### src/hdl/lpc_pkg.sv
package lpc_pkg;

  localparam int NLANE     = 6;
  localparam int DIV_STEPS = 64;

  // Lane order of the six distinct entries: xx, xy, xz, yy, yz, zz.
  localparam int LANE_ROW [NLANE] = '{0, 0, 0, 1, 1, 2};
  localparam int LANE_COL [NLANE] = '{0, 1, 2, 1, 2, 2};
  // Lane holding the square of each coordinate.
  localparam int DIAG_LANE [3] = '{0, 3, 5};

  localparam logic [63:0] SAT_MAX = 64'h7FFF_FFFF_FFFF_FFFF;
  localparam logic [63:0] SAT_MIN = 64'h8000_0000_0000_0000;

  localparam logic [31:0] RANGE_SIGMA_RST  = 32'd655;
  localparam logic [31:0] ANGLE_SIN_SQ_RST = 32'd429482;
  localparam logic [63:0] RANGE_SQ_RST     = 64'd429025;

  typedef enum logic {
    CFG_RANGE_SIGMA  = 1'b0,
    CFG_ANGLE_SIN_SQ = 1'b1
  } cfg_idx_e;

  typedef struct packed {
    logic [63:0] rem;
    logic [63:0] num;
    logic [63:0] quo;
  } div_lane_t;

  typedef struct packed {
    div_lane_t [NLANE-1:0]        lane;
    logic [NLANE-1:0][63:0]       amag;
    logic [NLANE-1:0]             neg;
    logic [63:0]                  d;
    logic                         zero;
  } div_word_t;

  typedef struct packed {
    logic [NLANE-1:0][63:0] cov;
  } res_t;

endpackage

### src/hdl/lpc_out.sv
module lpc_out (
  input  logic               clk_i,
  input  logic               rst_ni,
  input  logic               valid_i,
  input  lpc_pkg::div_word_t word_i,
  output logic               en_o,
  output logic               out_valid_o,
  input  logic               out_ready_i,
  output lpc_pkg::res_t      res_o
);
  import lpc_pkg::*;

  res_t res_d;
  res_t out_q, skid_q;
  logic out_v_q, skid_v_q;
  logic pop;

  always_comb begin
    logic [63:0] rmag, amag, mag;
    logic [64:0] s;
    logic        ge, nneg;
    for (int k = 0; k < NLANE; k++) begin
      rmag = word_i.lane[k].quo;
      amag = word_i.amag[k];
      s    = {1'b0, rmag} + {1'b0, amag};
      ge   = (rmag >= amag);
      mag  = ge ? (rmag - amag) : (amag - rmag);
      nneg = ge ? (word_i.neg[k] && (rmag != amag)) : !word_i.neg[k];
      if (word_i.zero) begin
        res_d.cov[k] = 64'd0;
      end else if (LANE_ROW[k] == LANE_COL[k]) begin
        res_d.cov[k] = (s[64] || s[63]) ? SAT_MAX : s[63:0];
      end else if (nneg) begin
        res_d.cov[k] = mag[63] ? SAT_MIN : (~mag + 64'd1);
      end else begin
        res_d.cov[k] = mag[63] ? SAT_MAX : mag;
      end
    end
  end

  assign pop  = out_v_q && out_ready_i;
  assign en_o = !skid_v_q;

  always_ff @(posedge clk_i or negedge rst_ni) begin
    if (!rst_ni) begin
      out_v_q  <= 1'b0;
      skid_v_q <= 1'b0;
    end else if (skid_v_q) begin
      if (pop) begin
        skid_v_q <= 1'b0;
      end
    end else if (!out_v_q || pop) begin
      out_v_q <= valid_i;
    end else if (valid_i) begin
      skid_v_q <= 1'b1;
    end
  end

  always_ff @(posedge clk_i) begin
    if (skid_v_q) begin
      if (pop) begin
        out_q <= skid_q;
      end
    end else if (!out_v_q || pop) begin
      out_q <= res_d;
    end else begin
      skid_q <= res_d;
    end
  end

  assign out_valid_o = out_v_q;
  assign res_o       = out_q;

`ifndef SYNTHESIS
  a_skid_implies_out: assert property (@(posedge clk_i) disable iff (!rst_ni)
    skid_v_q |-> out_v_q) else $error("skid holds a result ahead of the output");

  a_skid_holds: assert property (@(posedge clk_i) disable iff (!rst_ni)
    skid_v_q && !pop |=> skid_v_q && $stable(skid_q))
    else $error("skid result changed while the output was stalled");

  a_diag_nonneg: assert property (@(posedge clk_i) disable iff (!rst_ni)
    out_v_q |-> !out_q.cov[0][63] && !out_q.cov[3][63] && !out_q.cov[5][63])
    else $error("diagonal covariance entry is negative");
`endif

endmodule

### config.mk
export PLATFORM = sky130hd
export DESIGN_NAME = lpc_out
export DESIGN_NICKNAME = d
export VERILOG_FILES = /design/src/hdl/lpc_pkg.sv /design/src/hdl/lpc_out.sv
export SDC_FILE = /design/constraint.sdc
export NUM_CORES = 2
export LEC_CHECK = 0
export ABC_AREA = 1
export BUFFER_PORTS_ARGS = -buffer_cell sky130_fd_sc_hd__buf_2
export CORE_AREA = 2 2 780 782
export CTS_CLUSTER_DIAMETER = 200
export DETAILED_ROUTE_END_ITERATION = 8
export DIE_AREA = 0 0 782 784
export PLACE_DENSITY = 0.39
export RECOVER_POWER = 50
export SLEW_MARGIN = 10
export SYNTH_ARGS = -nofsm -noshare
export SYNTH_HDL_FRONTEND = slang
export SYNTH_SLANG_ARGS = --single-unit
export TNS_END_PERCENT = 50
### constraint.sdc
create_clock -name clk_i -period 22.4 [get_ports clk_i]
set_input_delay 2.24 -clock clk_i [delete_from_list [all_inputs] [get_ports clk_i]]
set_output_delay 2.24 -clock clk_i [all_outputs]
set_load 0.02 [all_outputs]
# Yosys cells after proc, flatten, opt, wreduce, memory -nomap -nowiden
# Index checks and enable logic that the tools add are counted.
# totals
reg_bits,770
in_bits,1611
out_inout_bits,386
elab_cells,86
# op_classes
addsub,12
n_lt_le_gt_ge,3
n_eq_ne,4
muxes,31
n_bitwise,5
n_reduce_logical,17
# ops
operator,count
$mux W384,3
$mux W64,18
$sub A64 B64 Y64,6
$add A64 B64 Y65,3
$add A64 B1 Y64 const B,3
$ge A64 B64 Y1,3
$ne A64 B64 Y1,3
$not A64 Y64,3
$mux W63,3
$mux W1,7
$reduce_and A2 Y1,3
$logic_not A1 Y1,5
$logic_and A1 B1 Y1,4
$logic_or A1 B1 Y1,4
$ne A2 B1 Y1 const B,1
$not A1 Y1,2
$reduce_bool A2 Y1,1

# Longest topological paths before layout
# logic_depth
ltp_word,9
mapped_depth,31
mapped_depth_nobuf,29

# Least setup slack after synthesis
# Ideal clock, no wire load.
# synth_path
kind,input-to-reg
start,in out_ready_i
end,"reg skid_q[0] (netlist bit), enable pin"
setup_time_ps,1144
t_arrival_ps,18416
required_ps,21256
setup_slack_ps,2840
stages,3
n_path_buf,0
path_cell_list,nor2_1 > inv_1 > nor2_1
# synth_between
elab_chain_cells,4
# synth_lines
element,line,text
from (decl),lpc_out.sv:8,"input logic out_ready_i,"
$logic_and A1 B1 Y1,lpc_out.sv:41,assign pop = out_v_q && out_ready_i;
$logic_or A1 B1 Y1,lpc_out.sv:64,end else if (!out_v_q || pop) begin
$not A1 Y1 (no line),--,
$reduce_and A2 Y1 (no line),--,
to (signal assigned),lpc_out.sv:67,skid_q <= res_d;
to (decl),lpc_out.sv:14,"res_t out_q, skid_q;"
# No other way between the ends.
# A chain may end at the register's enable or synchronous reset.

# Worst setup path after layout
# layout_path
start,reg skid_v_q
end,"reg out_q (netlist bit res_o[263]), enable pin"
# layout_between
elab_chain_cells,2
elab_cells_between_ends,3
classes_between,1 x eq/ne; 2 x reduce/logical
# layout_lines
element,line,text
from (decl),lpc_out.sv:15,"logic out_v_q, skid_v_q;"
from (signal assigned),lpc_out.sv:47,skid_v_q <= 1'b0;
from (signal assigned),lpc_out.sv:50,skid_v_q <= 1'b0;
from (signal assigned),lpc_out.sv:55,skid_v_q <= 1'b1;
$ne A2 B1 Y1 (no line) or $reduce_bool A2 Y1 (tied branches),--,
$reduce_and A2 Y1 (no line) (*),--,
to (signal assigned),lpc_out.sv:62,out_q <= skid_q;
to (signal assigned),lpc_out.sv:65,out_q <= res_d;
to (decl),lpc_out.sv:14,
# Every way passes the cells marked *; elsewhere a longest branch is shown, timed or not.

==> run metrics <==
status=finished with violations; failing checks=capacitance limit, slew limit; DRC viols=0; Max FO, Critical Path=71; CTS sink count=770; drt total wl=525000 um; vias in the first global route=93500; RePlAce Congestion=0.936; synthesized flop and latch total=770; CTS Hold Bufs=0; hold path startpoint=skid_q[327]; Vert. Die Dim=784 um; Crit. End Element=register; ANT nets after route=0; asr flop ratio synth=0.00260; final hold vios=0; DP Wirelength=457000 um; TritonCTS clock tree=built; YS warnings=0; clock-pin slew on the worst setup and hold paths=60 ps; EDFF count, synth=768; final setup vio count=0; Avg Inst Size Synth=5.97 um2; filler instances=71200; Nets=18100; GRT Total Usage=0.164; Core Region=605000 um2; reg2reg start=skid_v_q; die area=613000 um2; aggregate global routing overflow=0; min-delay worst type=register to register; required time of the critical path=22800 ps; Post-CTS Setup Bufs=0; Clock Latency Late Sink=890 ps; Final Cycle Share=0.612; Slew @ Worst Pin=6250 ps; drt via density=4.03; post-route setup TNS=0 ps; initial detailed-routing violation count=7406; num rows=286; Setup Skew=111 ps; relative slew slack=-3.16; minimum clock period=13720 ps; PortBufs=1161; XOR/XNOR Fraction of Synth Area=0.0314; Clk Tree Root Cell=clkbuf_16; Critical Path Start=skid_v_q; largest family of logic cells by synthesized area=simple AND/OR/NAND/NOR gates; Mapped Area=88900 um2; post-cts resize count=0; fmax=72.9 MHz; CP most frequent cell=clkbuf_1; Critical Path Slowest Stage Cell=clkbuf_1; initial antenna violation count=123; worst IR drop on VDD=0.0622 mV; Cell variety after synth=68; leakage power=54.7 nW; Crit path largest cell delay=3000 ps; RSZ-0062 raised after global routing=no; Vias=97200; layout cells sized above 1=0.0799; Synth Area in Simple Gates=0.396; Clock Path Buffers=4; WP data arrival=14120 ps; CP Launch Type=register; Final Max Tran Viols=977; Main synth FF type=edfxtp_1; IO Pins=1997; first-pass detailed-route iteration total=7; synthesis-to-layout area growth=20.3%; kind of critical path=register to register; largest net degree at the start of global routing=139; power per cell area=66.8 nW/um2; most frequent cells in the layout=5869 x nand2_1, 2780 x inv_1, 1310 x nor2_1, 773 x buf_2, 768 x edfxtp_1; first-pass GRT wire length=724000 um; DR WL/cell=21.8 um; placed instance area=104000 um2; Max H-tree Level=3; Die Width=782 um; most common cell after layout, fill and taps aside=nand2_1; fraction of the mapped netlist area in adder cells=0.0831; max-cap violations=17; final instance area=107000 um2; mux contribution to synthesized area=0; Initial Util=0.147; total CTS buffers=111; Post-Syn Instances=14900; crit-path cells=clkinvlp_2 -> nor2_1 -> nor2_4 -> clkbuf_1 -> clkbuf_1 -> clkbuf_1 -> clkbuf_1; Seq/Total Area, Yosys=0.260; Synth Area in Compound Gates=0.0921
[per-layer routing]
| metal | part of all wire | GRT usage | up-vias |
|---|---|---|---|
| li1 | - | - | 48400 |
| met1 | 0.47 | 0.226 | 45600 |
| met2 | 0.45 | 0.274 | 2646 |
| met3 | 0.047 | 0.0191 | 535 |
| met4 | 0.027 | 0.0386 | 34 |
| met5 | 0.00041 | 0 | - |
[cell usage after synthesis (32+ instances only)]
cell type / instances / area, um2
nand2_1: 5869 / 22000
inv_1: 2782 / 10400
nor2_1: 1312 / 4920
edfxtp_1: 768 / 23100
nand3_1: 748 / 3740
a21oi_1: 657 / 3290
ha_1: 576 / 7210
o21ai_0: 433 / 2170
nand4_1: 227 / 1420
xor2_1: 193 / 1690
clkbuf_1: 139 / 522
xnor2_1: 126 / 1100
nand2_2: 100 / 626
o21ai_1: 88 / 440
nor3_1: 83 / 415
and3_1: 77 / 482
a31oi_1: 74 / 463
buf_2: 71 / 355
nor2_2: 65 / 407
o21bai_1: 53 / 398
nand3b_1: 48 / 360
o21a_1: 35 / 263
a21o_1: 32 / 240
[flip-flops by register name, summed over array words and instances (netlist names)]
| name | cells |
|---|---|
| out_valid_o | 1 |
| res_o | 384 |
| skid_q | 384 |
| skid_v_q | 1 |
[per-stage QoR]
stage / utilization / setup slack [ps] / hold WS [ps] / std cells / power [mW]
after global placement: 0.172 / 13340 / 491 / 23900 / 5.37
after floorplan: - / 2840 / 481 / 14900 / 3.98
after global routing: 0.177 / 7390 / 515 / 24100 / 7.62
after detailed placement: 0.172 / 13290 / 493 / 23900 / 5.37
after CTS: 0.178 / 14340 / 474 / 24100 / 7.29
final: 0.177 / 8680 / 491 / 24100 / 7.14
[final timing paths]
check / depth (start not counted) / endpoint / slack (ps)
max in group asynchronous: 1 / out_valid_o / 21120
worst max-delay path: 7 / res_o[263] / 8680
min in group asynchronous: 1 / out_valid_o / 1150
worst min-delay path: 2 / res_o[327] / 490
worst max register to register: 7 / res_o[263] / 8680
worst min register to register: 2 / res_o[327] / 490
[report_power, final]
group | internal [mW] | switching, mW | total, mW
logic | 0.798 | 2.47 | 3.27
clock network | 1.07 | 0.784 | 1.85
registers | 1.91 | 0.111 | 2.02
[critical path, delay by kind of cell, from the launching register on]
kind / cells / cell delay [ps]
AND/OR/NAND/NOR: 2 / 480
flip-flops: 1 / 580
buffers and inverters: 5 / 11910
[cell type report]
class                           count  area [um2]  area share
Multi-Input combinational cell  11000       53600       0.501
Sequential cell                   770       23100       0.216
Inverter                         2816       10600      0.0990
Tap cell                         8064       10100      0.0944
Timing Repair Buffer             1228        5800      0.0543
Clock buffer                      127        2860      0.0267
Clock inverter                     76         821     0.00768
Antenna cell                       31        77.6    0.000726
[kinds of logic after synthesis]
family | after synthesis
and+or+nand+nor | 8610
buffers and inverters | 3130
AOI/OAI and AO/OA | 1484
DFF | 770
adders and majority gates | 585
xor gates and xnor gates | 319
other | 1
Note: power is estimated with default switching activity, not from simulation.
